File: src/rtl/trwr_pkg.sv
`timescale 1ns / 1ps
// ============================================================================
// TDC readout word reformatter package
// Shared types, word type codes and sizing constants for the reformatter.
// ============================================================================
package trwr_pkg;

    // Event sizing.
    localparam int unsigned MAX_EVENT_WORDS = 131072;
    localparam int unsigned TPOS_W          = 17;
    localparam int unsigned POS_LIMIT       = 2 ** TPOS_W;
    localparam int unsigned WORD_LIMIT      =
        (MAX_EVENT_WORDS < POS_LIMIT) ? MAX_EVENT_WORDS : POS_LIMIT;
    // The output position must be able to hold the limit itself.
    localparam int unsigned OPOS_W          = $clog2(WORD_LIMIT + 1);

    // Expected slot table.
    localparam int unsigned SLOT_TABLE_SIZE = 22;
    localparam int unsigned SLOT_W          = 5;
    localparam int unsigned SLOTS_LOW_W     = 60;
    localparam int unsigned SLOTS_HIGH_W    = 50;
    localparam int unsigned SLOTS_W         = SLOTS_LOW_W + SLOTS_HIGH_W;
    localparam logic [SLOT_W-1:0] HS_MAX    = '1;

    // Counter widths.
    localparam int unsigned CNT_W   = 16;
    localparam int unsigned TCNT_W  = 14;

    // Header restart values of the counts.
    localparam logic [CNT_W-1:0] HDR_DATA_INIT = 16'd1;
    localparam logic [CNT_W-1:0] HDR_SUB_INIT  = 16'd9;

    // Word type codes in bits 31:27.
    localparam logic [4:0] TYPE_DATA  = 5'h00;
    localparam logic [4:0] TYPE_ERR   = 5'h04;
    localparam logic [4:0] TYPE_GHDR  = 5'h08;
    localparam logic [4:0] TYPE_GTRL  = 5'h10;
    localparam logic [4:0] TYPE_TTAG  = 5'h11;

    // Configuration register indexes (byte address bits 4:3).
    localparam int unsigned PADDR_W = 5;
    localparam logic [1:0] REG_SWAP       = 2'd0;
    localparam logic [1:0] REG_SLOT_FIX   = 2'd1;
    localparam logic [1:0] REG_SLOTS_LOW  = 2'd2;
    localparam logic [1:0] REG_SLOTS_HIGH = 2'd3;

    // Output queue between front and back.
    localparam int unsigned Q_DEPTH = 2;
    localparam int unsigned Q_AW    = (Q_DEPTH > 1) ? $clog2(Q_DEPTH) : 1;
    localparam int unsigned Q_CW    = $clog2(Q_DEPTH + 1);

    // Classified operation of one word.
    typedef enum logic [2:0] {
        OP_NONE,
        OP_DATA,
        OP_SUB,
        OP_HDR,
        OP_TRL
    } t_op;

    typedef struct packed {
        t_op         op;
        logic        event_start;
        logic [31:0] word;
    } t_q_item;

    typedef struct packed {
        logic    valid;
        t_q_item item;
    } t_push;

    typedef struct packed {
        logic full;
        logic empty;
    } t_q_stat;

    typedef struct packed {
        logic               swap_bytes;
        logic               slot_fix_enable;
        logic [SLOTS_W-1:0] slots;
    } t_cfg;

endpackage

File: src/rtl/trwr_if.sv
`timescale 1ns / 1ps
// ============================================================================
// TDC reformatter channel interfaces
// Valid/ready channels for raw input words and reformatted result words.
// ============================================================================
interface trwr_in_if;
    logic        valid;
    logic        ready;
    logic [31:0] raw_word;
    logic        event_start;

    modport source (output valid, output raw_word, output event_start, input ready);
    modport sink   (input valid, input raw_word, input event_start, output ready);
endinterface

interface trwr_out_if;
    logic        valid;
    logic        ready;
    logic [31:0] out_word;
    logic        kind;
    logic [16:0] target_position;
    logic        count_mismatch;
    logic        slot_corrected;

    modport source (output valid, output out_word, output kind, output target_position,
                    output count_mismatch, output slot_corrected, input ready);
    modport sink   (input valid, input out_word, input kind, input target_position,
                    input count_mismatch, input slot_corrected, output ready);
endinterface

File: src/rtl/tdc_readout_word_reformatter.sv
`timescale 1ns / 1ps
// ============================================================================
// TDC readout word reformatter
// Reformats multi-hit TDC readout words into event words and header patches.
// ============================================================================
// Usage:
//   i_in carries one raw 32-bit readout word per transfer, with event_start
//   set on the first word of an event. o_out carries result words: kind 0
//   appends out_word at target_position, kind 1 ORs out_word into the header
//   word already written at target_position. Data and header words produce
//   an append, global trailers a patch; other word types produce nothing.
//   The APB port sets byte swap, slot correction and the expected slots;
//   the user must write it only while no word is in flight: the block does
//   not enforce this. Words pass the queue and then the output register.
//   One word is taken per cycle while the queue has room.
//   A two-entry queue and the output register let the input keep flowing
//   while the receiver stalls; i_in.ready falls only once both are full.
//   Reset clears all counts, the slot, the queue and the output register,
//   and loads swap and slot fix enabled with an all-zero slot table.
// ============================================================================
module tdc_readout_word_reformatter
    import trwr_pkg::*;
(
    input  logic               i_clk,
    input  logic               i_rst_n,
    trwr_in_if.sink            i_in,
    trwr_out_if.source         o_out,
    input  logic               psel,
    input  logic               penable,
    input  logic               pwrite,
    input  logic [PADDR_W-1:0] paddr,
    input  logic [63:0]        pwdata,
    output logic [63:0]        prdata,
    output logic               pready
);

    t_cfg    cfg;
    t_push   push;
    t_q_item q_item;
    t_q_stat q_stat;
    logic    pop;

    // Configuration registers.
    trwr_regs u_regs (
        .i_clk   (i_clk),
        .i_rst_n (i_rst_n),
        .psel    (psel),
        .penable (penable),
        .pwrite  (pwrite),
        .paddr   (paddr),
        .pwdata  (pwdata),
        .prdata  (prdata),
        .pready  (pready),
        .o_cfg   (cfg)
    );

    // Classifier.
    trwr_front u_front (
        .i_in         (i_in),
        .i_swap_bytes (cfg.swap_bytes),
        .i_q_stat     (q_stat),
        .o_push       (push)
    );

    // Queue between the two halves.
    trwr_fifo u_fifo (
        .i_clk   (i_clk),
        .i_rst_n (i_rst_n),
        .i_push  (push),
        .i_pop   (pop),
        .o_item  (q_item),
        .o_stat  (q_stat)
    );

    // State engine and output register.
    trwr_back u_back (
        .i_clk    (i_clk),
        .i_rst_n  (i_rst_n),
        .i_cfg    (cfg),
        .i_item   (q_item),
        .i_q_stat (q_stat),
        .o_pop    (pop),
        .o_out    (o_out)
    );

    // A classified word is never pushed into a full queue.
    a_no_overflow: assert property (@(posedge i_clk) disable iff (!i_rst_n)
        push.valid |-> !q_stat.full)
        else $error("word pushed into full queue");

    // Patches never carry a slot correction; appends never flag a mismatch.
    a_flag_kind: assert property (@(posedge i_clk) disable iff (!i_rst_n)
        o_out.valid |-> !(o_out.kind && o_out.slot_corrected) &&
                        !(!o_out.kind && o_out.count_mismatch))
        else $error("result flag does not match its kind");

    // Nothing is shown on the output right after reset.
    a_reset_quiet: assert property (@(posedge i_clk)
        $past(!i_rst_n) |-> !o_out.valid)
        else $error("output valid after reset");

    // The back end only consumes when the queue holds a word.
    a_pop_nonempty: assert property (@(posedge i_clk) disable iff (!i_rst_n)
        pop |-> !q_stat.empty)
        else $error("pop from empty queue");

endmodule

File: src/rtl/trwr_regs.sv
`timescale 1ns / 1ps
// ============================================================================
// TDC reformatter configuration registers
// APB-style register file holding byte swap, slot fix and expected slots.
// ============================================================================
module trwr_regs
    import trwr_pkg::*;
(
    input  logic               i_clk,
    input  logic               i_rst_n,
    input  logic               psel,
    input  logic               penable,
    input  logic               pwrite,
    input  logic [PADDR_W-1:0] paddr,
    input  logic [63:0]        pwdata,
    output logic [63:0]        prdata,
    output logic               pready,
    output t_cfg               o_cfg
);

    logic                    r_swap;
    logic                    r_fix;
    logic [SLOTS_LOW_W-1:0]  r_slots_low;
    logic [SLOTS_HIGH_W-1:0] r_slots_high;
    logic                    wr_en;

    assign pready = 1'b1;
    assign wr_en  = psel & penable & pwrite;

    // Register writes in the access phase.
    always_ff @(posedge i_clk) begin
        if (!i_rst_n) begin
            r_swap       <= 1'b1;
            r_fix        <= 1'b1;
            r_slots_low  <= '0;
            r_slots_high <= '0;
        end else if (wr_en) begin
            unique case (paddr[4:3])
                REG_SWAP:       r_swap       <= pwdata[0];
                REG_SLOT_FIX:   r_fix        <= pwdata[0];
                REG_SLOTS_LOW:  r_slots_low  <= pwdata[SLOTS_LOW_W-1:0];
                REG_SLOTS_HIGH: r_slots_high <= pwdata[SLOTS_HIGH_W-1:0];
                default: ;
            endcase
        end
    end

    // Read data mux.
    always_comb begin
        unique case (paddr[4:3])
            REG_SWAP:       prdata = {63'd0, r_swap};
            REG_SLOT_FIX:   prdata = {63'd0, r_fix};
            REG_SLOTS_LOW:  prdata = {{(64-SLOTS_LOW_W){1'b0}}, r_slots_low};
            REG_SLOTS_HIGH: prdata = {{(64-SLOTS_HIGH_W){1'b0}}, r_slots_high};
            default:        prdata = '0;
        endcase
    end

    assign o_cfg.swap_bytes      = r_swap;
    assign o_cfg.slot_fix_enable = r_fix;
    assign o_cfg.slots           = {r_slots_high, r_slots_low};

endmodule

File: src/rtl/trwr_front.sv
`timescale 1ns / 1ps
// ============================================================================
// TDC reformatter front end
// Accepts raw words, applies the byte swap and classifies the word type.
// ============================================================================
module trwr_front
    import trwr_pkg::*;
(
    trwr_in_if.sink i_in,
    input  logic    i_swap_bytes,
    input  t_q_stat i_q_stat,
    output t_push   o_push
);

    logic [31:0] word;
    t_op         op;

    // Accept a word whenever the queue has room.
    assign i_in.ready = ~i_q_stat.full;

    // Optional byte reversal.
    assign word = i_swap_bytes ?
        {i_in.raw_word[7:0], i_in.raw_word[15:8], i_in.raw_word[23:16], i_in.raw_word[31:24]} :
        i_in.raw_word;

    // Type decode.
    always_comb begin
        unique case (word[31:27]) inside
            TYPE_DATA:           op = OP_DATA;
            TYPE_TTAG, TYPE_ERR: op = OP_SUB;
            TYPE_GHDR:           op = OP_HDR;
            TYPE_GTRL:           op = OP_TRL;
            default:             op = OP_NONE;
        endcase
    end

    // Words that neither change state nor clear it are dropped here.
    assign o_push.valid            = i_in.valid & i_in.ready &
                                     ((op != OP_NONE) | i_in.event_start);
    assign o_push.item.op          = op;
    assign o_push.item.event_start = i_in.event_start;
    assign o_push.item.word        = word;

endmodule

File: src/rtl/trwr_fifo.sv
`timescale 1ns / 1ps
// ============================================================================
// TDC reformatter word queue
// Small register queue decoupling the classifier from the state engine.
// ============================================================================
module trwr_fifo
    import trwr_pkg::*;
(
    input  logic    i_clk,
    input  logic    i_rst_n,
    input  t_push   i_push,
    input  logic    i_pop,
    output t_q_item o_item,
    output t_q_stat o_stat
);

    t_q_item          r_mem [Q_DEPTH];
    logic [Q_AW-1:0]  r_wptr;
    logic [Q_AW-1:0]  r_rptr;
    logic [Q_CW-1:0]  r_count;
    logic             do_push;
    logic             do_pop;

    assign o_stat.full  = (r_count == Q_CW'(Q_DEPTH));
    assign o_stat.empty = (r_count == '0);
    assign do_push      = i_push.valid & ~o_stat.full;
    assign do_pop       = i_pop & ~o_stat.empty;
    assign o_item       = r_mem[r_rptr];

    // Storage needs no reset.
    always_ff @(posedge i_clk) begin
        if (do_push) begin
            r_mem[r_wptr] <= i_push.item;
        end
    end

    // Pointers and fill count.
    always_ff @(posedge i_clk) begin
        if (!i_rst_n) begin
            r_wptr  <= '0;
            r_rptr  <= '0;
            r_count <= '0;
        end else begin
            if (do_push) begin
                r_wptr <= (r_wptr == Q_AW'(Q_DEPTH - 1)) ? '0 : r_wptr + 1'b1;
            end
            if (do_pop) begin
                r_rptr <= (r_rptr == Q_AW'(Q_DEPTH - 1)) ? '0 : r_rptr + 1'b1;
            end
            case ({do_push, do_pop})
                2'b10:   r_count <= r_count + 1'b1;
                2'b01:   r_count <= r_count - 1'b1;
                default: r_count <= r_count;
            endcase
        end
    end

endmodule

File: src/rtl/trwr_back.sv
`timescale 1ns / 1ps
// ============================================================================
// TDC reformatter back end
// Keeps the event counts and slot, and builds append and patch words.
// ============================================================================
module trwr_back
    import trwr_pkg::*;
(
    input  logic        i_clk,
    input  logic        i_rst_n,
    input  t_cfg        i_cfg,
    input  t_q_item     i_item,
    input  t_q_stat     i_q_stat,
    output logic        o_pop,
    trwr_out_if.source  o_out
);

    // Event state.
    logic [SLOT_W-1:0] r_slot, n_slot;
    logic [CNT_W-1:0]  r_dc, n_dc;
    logic [CNT_W-1:0]  r_sub, n_sub;
    logic [TPOS_W-1:0] r_hpos, n_hpos;
    logic [OPOS_W-1:0] r_opos, n_opos;
    logic [SLOT_W-1:0] r_hs, n_hs;

    // Output register.
    logic              r_valid;
    logic [31:0]       r_word, n_word;
    logic              r_kind, n_kind;
    logic [TPOS_W-1:0] r_pos, n_pos;
    logic              r_mism, n_mism;
    logic              r_corr, n_corr;
    logic              n_emit;

    // State as seen by this word, after an optional event clear.
    logic [SLOT_W-1:0] c_slot;
    logic [CNT_W-1:0]  c_dc;
    logic [CNT_W-1:0]  c_sub;
    logic [TPOS_W-1:0] c_hpos;
    logic [OPOS_W-1:0] c_opos;
    logic [SLOT_W-1:0] c_hs;

    logic              room;
    logic              idx_ok;
    logic [SLOT_W-1:0] hs_sel;
    logic [SLOT_W-1:0] exp_slot;
    logic [CNT_W:0]    diff;

    // Take the next word when the output register is free or draining.
    assign o_pop = ~i_q_stat.empty & (~r_valid | o_out.ready);

    assign c_slot = i_item.event_start ? '0 : r_slot;
    assign c_dc   = i_item.event_start ? '0 : r_dc;
    assign c_sub  = i_item.event_start ? '0 : r_sub;
    assign c_hpos = i_item.event_start ? '0 : r_hpos;
    assign c_opos = i_item.event_start ? '0 : r_opos;
    assign c_hs   = i_item.event_start ? '0 : r_hs;

    assign room     = (c_opos < OPOS_W'(WORD_LIMIT));
    assign idx_ok   = (c_hs < SLOT_W'(SLOT_TABLE_SIZE)) & i_cfg.slot_fix_enable;
    assign hs_sel   = idx_ok ? c_hs : '0;
    assign exp_slot = i_cfg.slots[SLOT_W*hs_sel +: SLOT_W];

    // Trailer count minus subtract count; the top bit marks a wrap.
    assign diff = {{(CNT_W-TCNT_W+1){1'b0}}, i_item.word[18:5]} - {1'b0, c_sub};

    // Word execution.
    always_comb begin
        n_slot = c_slot;
        n_dc   = c_dc;
        n_sub  = c_sub;
        n_hpos = c_hpos;
        n_opos = c_opos;
        n_hs   = c_hs;
        n_emit = 1'b0;
        n_word = i_item.word;
        n_kind = 1'b0;
        n_pos  = c_opos[TPOS_W-1:0];
        n_mism = 1'b0;
        n_corr = 1'b0;
        unique case (i_item.op)
            OP_DATA: begin
                n_dc   = c_dc + 1'b1;
                n_word = {c_slot, i_item.word[26:0]};
                n_emit = room;
            end
            OP_SUB: begin
                n_sub = c_sub + 1'b1;
            end
            OP_HDR: begin
                n_dc   = HDR_DATA_INIT;
                n_sub  = HDR_SUB_INIT;
                n_hpos = c_opos[TPOS_W-1:0];
                if (idx_ok && (exp_slot != i_item.word[SLOT_W-1:0])) begin
                    n_slot = exp_slot;
                    n_corr = 1'b1;
                end else begin
                    n_slot = i_item.word[SLOT_W-1:0];
                end
                if (c_hs != HS_MAX) begin
                    n_hs = c_hs + 1'b1;
                end
                n_word = {{(32-SLOT_W){1'b0}}, n_slot};
                n_emit = room;
            end
            OP_TRL: begin
                n_word = {{(32-CNT_W-6){diff[CNT_W]}}, diff, 5'd0};
                n_kind = 1'b1;
                n_pos  = c_hpos;
                n_mism = diff[CNT_W] | (diff[CNT_W-1:0] != c_dc);
                n_emit = 1'b1;
            end
            default: ;
        endcase
        if (n_emit && !n_kind) begin
            n_opos = c_opos + 1'b1;
        end
    end

    // State and output valid.
    always_ff @(posedge i_clk) begin
        if (!i_rst_n) begin
            r_slot  <= '0;
            r_dc    <= '0;
            r_sub   <= '0;
            r_hpos  <= '0;
            r_opos  <= '0;
            r_hs    <= '0;
            r_valid <= 1'b0;
        end else begin
            if (o_pop) begin
                r_slot  <= n_slot;
                r_dc    <= n_dc;
                r_sub   <= n_sub;
                r_hpos  <= n_hpos;
                r_opos  <= n_opos;
                r_hs    <= n_hs;
                r_valid <= n_emit;
            end else if (o_out.ready) begin
                r_valid <= 1'b0;
            end
        end
    end

    // Output payload.
    always_ff @(posedge i_clk) begin
        if (o_pop && n_emit) begin
            r_word <= n_word;
            r_kind <= n_kind;
            r_pos  <= n_pos;
            r_mism <= n_mism;
            r_corr <= n_corr;
        end
    end

    assign o_out.valid           = r_valid;
    assign o_out.out_word        = r_word;
    assign o_out.kind            = r_kind;
    assign o_out.target_position = r_pos;
    assign o_out.count_mismatch  = r_mism;
    assign o_out.slot_corrected  = r_corr;

endmodule

File: src/flat_wrapper.sv
// flat-port wrapper written by rule: the top's interface ports become plain ports
module tdc_readout_word_reformatter_flat import trwr_pkg::*;
  (i_clk, i_rst_n, psel, penable, pwrite, paddr, pwdata, prdata, pready, i_in_valid, i_in_raw_word, i_in_event_start, i_in_ready, o_out_valid, o_out_out_word, o_out_kind, o_out_target_position, o_out_count_mismatch, o_out_slot_corrected, o_out_ready);
  trwr_in_if i_in_i ();
  trwr_out_if o_out_i ();
  input  logic i_clk;
  input  logic i_rst_n;
  input  logic psel;
  input  logic penable;
  input  logic pwrite;
  input  logic [PADDR_W-1:0] paddr;
  input  logic [63:0] pwdata;
  output logic [63:0] prdata;
  output logic pready;
  input wire logic [$bits(i_in_i.valid)-1:0] i_in_valid;
  input wire logic [$bits(i_in_i.raw_word)-1:0] i_in_raw_word;
  input wire logic [$bits(i_in_i.event_start)-1:0] i_in_event_start;
  output wire logic [$bits(i_in_i.ready)-1:0] i_in_ready;
  output wire logic [$bits(o_out_i.valid)-1:0] o_out_valid;
  output wire logic [$bits(o_out_i.out_word)-1:0] o_out_out_word;
  output wire logic [$bits(o_out_i.kind)-1:0] o_out_kind;
  output wire logic [$bits(o_out_i.target_position)-1:0] o_out_target_position;
  output wire logic [$bits(o_out_i.count_mismatch)-1:0] o_out_count_mismatch;
  output wire logic [$bits(o_out_i.slot_corrected)-1:0] o_out_slot_corrected;
  input wire logic [$bits(o_out_i.ready)-1:0] o_out_ready;
  assign i_in_i.valid = i_in_valid;
  assign i_in_i.raw_word = i_in_raw_word;
  assign i_in_i.event_start = i_in_event_start;
  assign i_in_ready = i_in_i.ready;
  assign o_out_valid = o_out_i.valid;
  assign o_out_out_word = o_out_i.out_word;
  assign o_out_kind = o_out_i.kind;
  assign o_out_target_position = o_out_i.target_position;
  assign o_out_count_mismatch = o_out_i.count_mismatch;
  assign o_out_slot_corrected = o_out_i.slot_corrected;
  assign o_out_i.ready = o_out_ready;
  tdc_readout_word_reformatter u_core (.i_clk(i_clk), .i_rst_n(i_rst_n), .i_in(i_in_i), .o_out(o_out_i), .psel(psel), .penable(penable), .pwrite(pwrite), .paddr(paddr), .pwdata(pwdata), .prdata(prdata), .pready(pready));
endmodule
File: config.mk
export PLATFORM = sky130hd
export DESIGN_NAME = tdc_readout_word_reformatter_flat
export DESIGN_NICKNAME = d
export VERILOG_FILES = /design/src/rtl/trwr_pkg.sv /design/src/rtl/trwr_if.sv /design/src/rtl/tdc_readout_word_reformatter.sv /design/src/rtl/trwr_regs.sv /design/src/rtl/trwr_front.sv /design/src/rtl/trwr_fifo.sv /design/src/rtl/trwr_back.sv /design/src/flat_wrapper.sv
export SDC_FILE = /design/constraint.sdc
export NUM_CORES = 1
export LEC_CHECK = 0
export ABC_AREA = 1
export ABC_CLOCK_PERIOD_IN_PS = 5900
export BUFFER_PORTS_ARGS = -buffer_cell sky130_fd_sc_hd__buf_4
export CAP_MARGIN = 5
export CORE_MARGIN = 2
export CORE_UTILIZATION = 45
export DETAILED_ROUTE_END_ITERATION = 8
export PLACE_DENSITY = 0.7
export SLEW_MARGIN = 0
export SYNTH_ARGS = -nofsm -noshare
export SYNTH_HDL_FRONTEND = slang
export SYNTH_SLANG_ARGS = --single-unit
File: constraint.sdc
create_clock -name i_clk -period 5.9 [get_ports i_clk]
set_input_delay 1.18 -clock i_clk [delete_from_list [all_inputs] [get_ports i_clk]]
set_output_delay 1.18 -clock i_clk [all_outputs]
set_load 0.01 [all_outputs]
# Word-level counts from Yosys, hierarchy flattened

Memories as Yosys holds them, arrays and structs flattened. A register that Yosys moved wholly into a read port is not among the register bits.
Index checks and enable logic that the tools add are counted.

Logic and storage cells: 112
Memories kept: 1
Output and inout bits: 119
Flip-flop bits (word level): 246
Input bits: 109
Memory bits (writable): 72

Memories:

| memory              | words | bits a word | read ports | clocked after memory_dff | wr ports | RTL line        | source |
|---|---|---|---|---|---|---|---|
| u_core.u_fifo.r_mem | 2     | 36          | 1          | 1                        | 1        | trwr_fifo.sv:17 | `t_q_item r_mem [Q_DEPTH];` |

Multipliers: 1
Magnitude comparators: 2
Shift-type cells: 1
Eq/ne operators: 17
Bitwise gates (word level): 14
Reductions and logical operators: 16
Add/subtract/negate cells: 9
Multiplexer cells: 32

Operators with widths:

| cell                  | count |
|---|---|
| $pmux 64 s4           | 1 |
| $shiftx 110x9->5      | 1 |
| $pmux 32 s3           | 1 |
| $pmux 16 s2           | 2 |
| $mux 17               | 3 |
| $mux 18               | 2 |
| $mux 5                | 7 |
| $add 16x1->16 const B | 2 |
| $mux 16               | 2 |
| $mux 32               | 1 |
| $add 18x1->18 const B | 1 |
| $lt 18x18->1 const B  | 1 |
| $sub 14x16->17        | 1 |
| $ne 16x16->1          | 1 |
| $pmux 3 s4            | 1 |
| $eq 5x5->1 const B    | 2 |
| $mux 1                | 10 |
| $and 1x1->1           | 8 |
| $eq 2x2->1 const B    | 4 |
| $mul 3x5->8 const A   | 1 |
| $reduce_and 2->1      | 4 |
| $eq 3x2->1 const B    | 2 |
| $add 5x1->5 const B   | 1 |
| $eq 5x3->1 const B    | 1 |
| 21 further kinds      | 32 |

# Longest topological paths before layout

Gate-level depths: netlist of run 1.

Word-level depth: 10
Mapped depth: 27
Gate-level depth less buffers: 23

# Cells and area by module

A second synthesis of run 1 with hierarchy kept.

Cells, all modules: 2,368
Area total of the unflattened synthesis: 17,683.2 µm²

By module, submodules not included:

| module     | area an instance (µm²) | times used | seq. area each (µm²) | cells an instance |
|---|---|---|---|---|
| trwr_back  | 8,811.0                | 1          | 3,123.0              | 1,311 |
| trwr_regs  | 5,291.3                | 1          | 2,242.2              | 775 |
| trwr_fifo  | 3,000.4                | 1          | 2,262.2              | 152 |
| trwr_front | 580.6                  | 1          | 0.0                  | 130 |

# Least setup slack after synthesis of run 1

OpenSTA, ideal clock, no wires.

Path type: input port to flip-flop
From: in o_out_ready
To: reg u_core.u_back.r_mism, in the netlist u_core.u_back.o_out.count_mismatch, enable pin
Data arrival time: 4.414 ns
Library setup time: 0.481 ns
Stages: 6
Slack: 1.005 ns
Path buffers: 2
Required time: 5.419 ns
Path through: nor2_1 -> a21oi_1 -> inv_1 -> clkbuf_1 -> buf_1 -> a21oi_1

Cells in the longest elaborated chain, start to end: 3

Ends and longest elaborated chain:

| what                 | RTL line           | source |
|---|---|---|
| start, declared      | flat_wrapper.sv:25 | `input wire logic [$bits(o_out_i.ready)-1:0] o_out_ready;` |
| $or 1x1->1           | trwr_back.sv:50    | `assign o_pop = ~i_q_stat.empty & (~r_valid \| o_out.ready);` |
| $and 1x1->1          | trwr_back.sv:50    |  |
| $logic_and 1x1->1    | trwr_back.sv:147   | `if (o_pop && n_emit) begin` |
| end signal, assigned | trwr_back.sv:151   | `r_mism <= n_mism;` |
| end, declared        | trwr_back.sv:31    | `logic r_mism, n_mism;` |

No other way between the ends.
A chain may end at the register's enable or synchronous reset.

==> results of run 1 <==
## routing by layer
layer  track usage  routed length (um)  up-vias
met3        0.0484                3600       94
met2         0.395               22200      637
met1         0.339               21300     7319
met5             0                   0        -
met4        0.0888                1490        0
li1              -                   -     7670
## where the power goes
part	switching (uW)	internal, uW	leakage [uW]
combinational	2070	963	0.00458
sequential	117	2670	0.00273
clock	901	1270	0.000562
## stage by stage
| step | hold WS [ns] | power, uW |
|---|---|---|
| after CTS | 0.463 | 7990 |
| final | 0.464 | 7990 |
| after global routing | 0.480 | 8430 |
| after floorplan | 0.426 | 4840 |
| after detailed placement | 0.453 | 5810 |
| after global placement | 0.433 | 5750 |
## worst min-delay path, stage by stage (launching register included)
cell and delay, ns:
dfxtp_1 0.31, nand2_1 0.06, a21oi_1 0.05
## layout by cell type, fill, tap and decap left out, types with 21 or more instances in the layout
cell type  instances
nand2_1          405
clkbuf_16         38
nor2_1           327
nor3_1            21
o21ai_0          238
dfxtp_1          194
inv_1            225
nand4_1           31
buf_4            241
nand3_1          137
a22o_1            33
edfxtp_1         124
a21oi_1          134
## state kept, by name, indices dropped and copies added, names as in the netlist, 2 cells and up, named ones only
register and cells:
u_core.u_fifo.r_count 2, u_core.u_back.r_hpos 17, u_core.u_regs.r_slots_low 60, u_core.u_back.r_dc 16
u_core.u_back.r_sub 16, u_core.u_back.r_slot 5, u_core.u_back.o_out.out_word 32, u_core.u_back.r_hs 5
u_core.u_back.r_opos 18, u_core.u_fifo.r_mem 72, u_core.u_regs.r_slots_high 50, u_core.u_back.o_out.target_position 17
## final timing paths
path	cells after the start	slack, ns	endpoint
max	20	1.20	u_core.u_back.o_out.slot_corrected$_SDFFCE_PN0P_
min	2	0.46	u_core.u_back.r_opos[8]$_SDFFE_PN0P_
max reg2reg	20	1.20	u_core.u_back.o_out.slot_corrected$_SDFFCE_PN0P_
min reg2reg	2	0.46	u_core.u_back.r_opos[8]$_SDFFE_PN0P_
## cells by family (layout without fill, tap and decap cells)
family / Yosys count / count (layout) / synth area share
other: 2 / 7 / 0.000455
XOR/XNOR: 31 / 31 / 0.0173
multiplexers: 9 / 9 / 0.00546
AO/OA/AOI/OAI: 495 / 495 / 0.170
adder cells (fa/ha/maj): 20 / 20 / 0.0156
AND/OR/NAND/NOR: 956 / 956 / 0.242
buffers and inverters: 367 / 548 / 0.0876
flip-flops: 319 / 319 / 0.462
## area by class of cell
type,instances,share of cell area
Clock buffer,54,0.0528
Antenna cell,2,0.000256
Clock inverter,13,0.00519
Inverter,240,0.0461
Timing Repair Buffer,241,0.0926
Multi-Input combinational cell,1516,0.383
Sequential cell,319,0.390
Tap cell,468,0.0300
==> out/metrics.yaml, run 1 <==
grt_pass1_vias: 14484
clock-root-buffer: "clkbuf_16"
die_x_um: 196
dr.pass1.iters: 7
ys.flop_type: "dfxtp_1"
crit_top_cell: "nand2_1"
arrival_ns: 4.98
start_util: 0.454
vias_per_cell: 5.51
tns_ns: 0
design_area_um2: 19500
hpwl_mm: 32.6
synthTopCellsByCount: "nand2_1 (405), nor2_1 (331), o21ai_0 (239), inv_1 (227), dfxtp_1 (195)"
fin_crit_ns: 4.70
required_ns: 6.18
leakage_uw: 0.00787
tightestPinTransition_ns: 1.15
place_ws_ns: 1.33
clkLatencyLatePin_ns: 0.54
pwr_density_cell_nw_per_um2: 409
die_h_um: 196
critPathMaxStageDelay_ns: 0.67
synth-seq-area-share: 0.462
postSynth.asyncResetShare: 0
cts.sinks: 319
crit_fanout: 64
ys_ff_latch: 319
grt_usage: 0.249
end_kind: "flop"
cts_max_path_buffers: 3
grt_overflow: 0
yosysWarnings: 0
drive_gt1_frac: 0.139
place_area_um2: 18400
critical_path_class: "reg2reg"
final-hold-violation-count: 0
synth_cell_types: 53
cts_buffers: 37
finalSetupViolations: 0
cp_top_family: "simple AND/OR/NAND/NOR gates"
dp.cells: 2784
ios: 228
grt_max_degree: 125
grt_pass1_wl_mm: 76.4
register_area_um2: 7630
drv_cap: 0
cts_tree: "done"
wl_per_cell_um: 17.0
ant_nets: 0
wirelength_mm: 48.5
postSynthAreaPerCell_um2: 7.51
rsz0062_at_grt: "no"
fin_crit_sh: 0.797
n_fill_cell: 3402
vdd_drop_max_uv: 267
nets: 2484
clkTransAtPathRegs_ns: 0.06
fp.dieArea_um2: 38200
place.gp.congestion: 0.915
area_growth_pct: 18.4
cp.buffers_inverters: 3
startpoint_type: "flop"
hold_buffers: 0
netlist_area_um2: 16500
synth-edff-count: 124
cp_cell_sequence: "buf_4, nand2_1, nand2_2, nor2_2, nand2_1, buf_4, nand3_4, inv_2, nand2_1, nand3_1, nand2_1, nand2_1, nand3_1, nand2_1, nand2_1, nand2_1, nor2_1, nand3_2, nand2_1, nor2_1"
slew_headroom: 0.231
antenna_found_initial: 2
htreeDepth: 2
yosys.area.top_type: "dfxtp_1"
synth_cells: 2199
fp-row-count: 70
finClkSkew_ns: 0.0211
min-delay-start: "u_core.u_back.r_opos[8]$_SDFFE_PN0P_"
fin_util: 0.538
synth_area_leaders: "dfxtp_1 (24%), edfxtp_1 (23%), nand2_1 (9.2%)"
coreArea_um2: 36300
route.detailed.drc: 0
cts_resized: 0
port_buffers: 215
yosysTopAreaCellShare: 0.236
finalWorstSetupSlack_ns: 1.20
cp_slowest_cell: "nand2_2"
drtIter0Drc: 1405
status: "finished clean"
yosysMostFrequentCell: "nand2_1"
maxSlewViolCount: 0
worstHoldPathType: "reg2reg"
fin_cells: 2853
vias: 15720
multi_input_area_um2: 7480
fmax_mhz: 213
cts_setup_buffers: 0
(Power assumes the default switching activity.)
==> run 2: changes to the inputs <==
--- a/config.mk
+++ b/config.mk
@@ -6,7 +6,7 @@
 export NUM_CORES = 1
 export LEC_CHECK = 0
 export ABC_AREA = 1
-export ABC_CLOCK_PERIOD_IN_PS = 5900
+export ABC_CLOCK_PERIOD_IN_PS = 4500
 export BUFFER_PORTS_ARGS = -buffer_cell sky130_fd_sc_hd__buf_4
 export CAP_MARGIN = 5
 export CORE_MARGIN = 2
==> constraint.sdc (replaced) <==
create_clock -name i_clk -period 4.5 [get_ports i_clk]
set_input_delay 0.9 -clock i_clk [delete_from_list [all_inputs] [get_ports i_clk]]
set_output_delay 0.9 -clock i_clk [all_outputs]
set_load 0.01 [all_outputs]
==> out/metrics.yaml, run 2 (synthesized netlist as in run 1, its figures left out) <==
required_ns: 4.73
fin_util: 0.540
maxSlewViolCount: 0
vdd_drop_max_uv: 276
worstHoldPathType: "reg2reg"
cts.sinks: 319
fin_crit_sh: 0.866
n_fill_cell: 3417
layout_commonest_cell: "nand2_1"
arrival_ns: 4.13
antenna_found_initial: 0
fin_crit_ns: 3.89
cts_resized: 0
finalSetupViolations: 0
cp_top_family: "simple AND/OR/NAND/NOR gates"
ant_nets: 0
fmax_mhz: 257
grt_usage: 0.250
place.gp.congestion: 0.870
port_buffers: 215
top_regs: "u_core.u_fifo.r_mem x72, u_core.u_regs.r_slots_low x60, u_core.u_regs.r_slots_high x50"
grt_pass1_vias: 14738
fp-row-count: 70
drive_gt1_frac: 0.144
leakage_uw: 0.00793
grt_pass1_wl_mm: 76.9
final_cell_mix: "nand2_1 (405), nor2_1 (327), buf_4 (252)"
largest-register: "u_core.u_fifo.r_mem"
vias_per_cell: 5.56
nets: 2495
fp.dieArea_um2: 38200
vias: 15896
hpwl_mm: 33.4
cts_buffers: 36
coreArea_um2: 36300
finClkSkew_ns: 0.0151
cp_cell_sequence: "inv_2, nand2_2, nand2_2, buf_4, nor2_8, nand3_4, buf_4, nand2_1, nand3_1, nand2_1, nand2_1, nand3_1, nand2_1, nand3_1, nand2_1, nor2_1, nand3_2, nand2_1, nand2_1, nand3_1, o21ai_0"
hold_buffers: 0
cp.buffers_inverters: 3
clkTransAtPathRegs_ns: 0.06
slew_headroom: 0.285
start_util: 0.454
crit_top_cell: "nand2_1"
ios: 228
critPathMaxStageDelay_ns: 0.48
cts_tree: "done"
pwr_density_cell_nw_per_um2: 534
multi_input_area_um2: 7480
antennaDiodeCount: 0
tns_ns: 0
die_x_um: 196
dr.pass1.iters: 7
route.detailed.drc: 0
grt_max_degree: 91
grt_overflow: 0
wl_per_cell_um: 17.2
drtIter0Drc: 1419
rsz0062_at_grt: "no"
wirelength_mm: 49.0
clkLatencyLatePin_ns: 0.52
critical_path_class: "reg2reg"
clock-root-buffer: "clkbuf_16"
htreeDepth: 2
end_kind: "flop"
tightestPinTransition_ns: 1.07
register_area_um2: 7630
cts_max_path_buffers: 3
cp_slowest_cell: "nand3_4"
area_growth_pct: 18.9
largest_reg_flops: 72
drv_cap: 0
r2r_slack_ns: 0.61
die_h_um: 196
crit_fanout: 51
final-hold-violation-count: 0
startpoint_type: "flop"
cts_setup_buffers: 0
status: "finished clean"
run 2: report_power, final:
group          internal [uW]  total [uW]  switching, uW
Sequential              3500        3660            165
Combinational           1310        4000           2690
Clock                   1640        2820           1180
Total                   6440       10500           4040
run 2: final cells by class:
| type | instances | area share |
|---|---|---|
| flip-flops and latches | 319 | 0.389 |
| multi-input cells | 1516 | 0.381 |
| repair buffers | 253 | 0.0974 |
| clock buffers | 52 | 0.0520 |
| inverters | 240 | 0.0459 |
| well taps | 468 | 0.0298 |
| clock inverters | 12 | 0.00504 |
run 2: final timing paths:
check / startpoint / endpoint / depth (start not counted)
worst max register to register: flop / u_core.u_back.o_out.out_word[2]$_DFFE_PP_ / 21
worst min-delay path: u_core.u_back.r_opos[8]$_SDFFE_PN0P_ / u_core.u_back.r_opos[8]$_SDFFE_PN0P_ / 2
worst max-delay path: flop / u_core.u_back.o_out.out_word[2]$_DFFE_PP_ / 21
worst min register to register: u_core.u_back.r_opos[8]$_SDFFE_PN0P_ / u_core.u_back.r_opos[8]$_SDFFE_PN0P_ / 2
run 2: tightest hold or removal path, stage by stage (launching register included):
cell and delay (ns):
dfxtp_1 0.31, nand2_1 0.06, a21oi_1 0.05
run 2: metrics by stage:
| stage | hold WS, ns | total power (uW) | instances | setup WS, ns | instance area, um^2 |
|---|---|---|---|---|---|
| after floorplan | 0.426 | 6340 | 2202 | 0.706 | 16500 |
| after global placement | 0.438 | 7580 | 2796 | 0.720 | 18500 |
| after detailed placement | 0.456 | 7650 | 2796 | 0.668 | 18500 |
| after CTS | 0.465 | 10500 | 2860 | 0.653 | 19600 |
| after global routing | 0.472 | 11100 | 2860 | 0.129 | 19600 |
| final | 0.463 | 10500 | 2860 | 0.605 | 19600 |
run 2: routing by layer:
| layer | vias up | track usage | wire length [um] |
|---|---|---|---|
| met5 | - | 0 | 0 |
| met4 | 0 | 0.104 | 1820 |
| met3 | 109 | 0.0333 | 3700 |
| met2 | 686 | 0.399 | 22400 |
| met1 | 7413 | 0.343 | 21200 |
| li1 | 7688 | - | - |
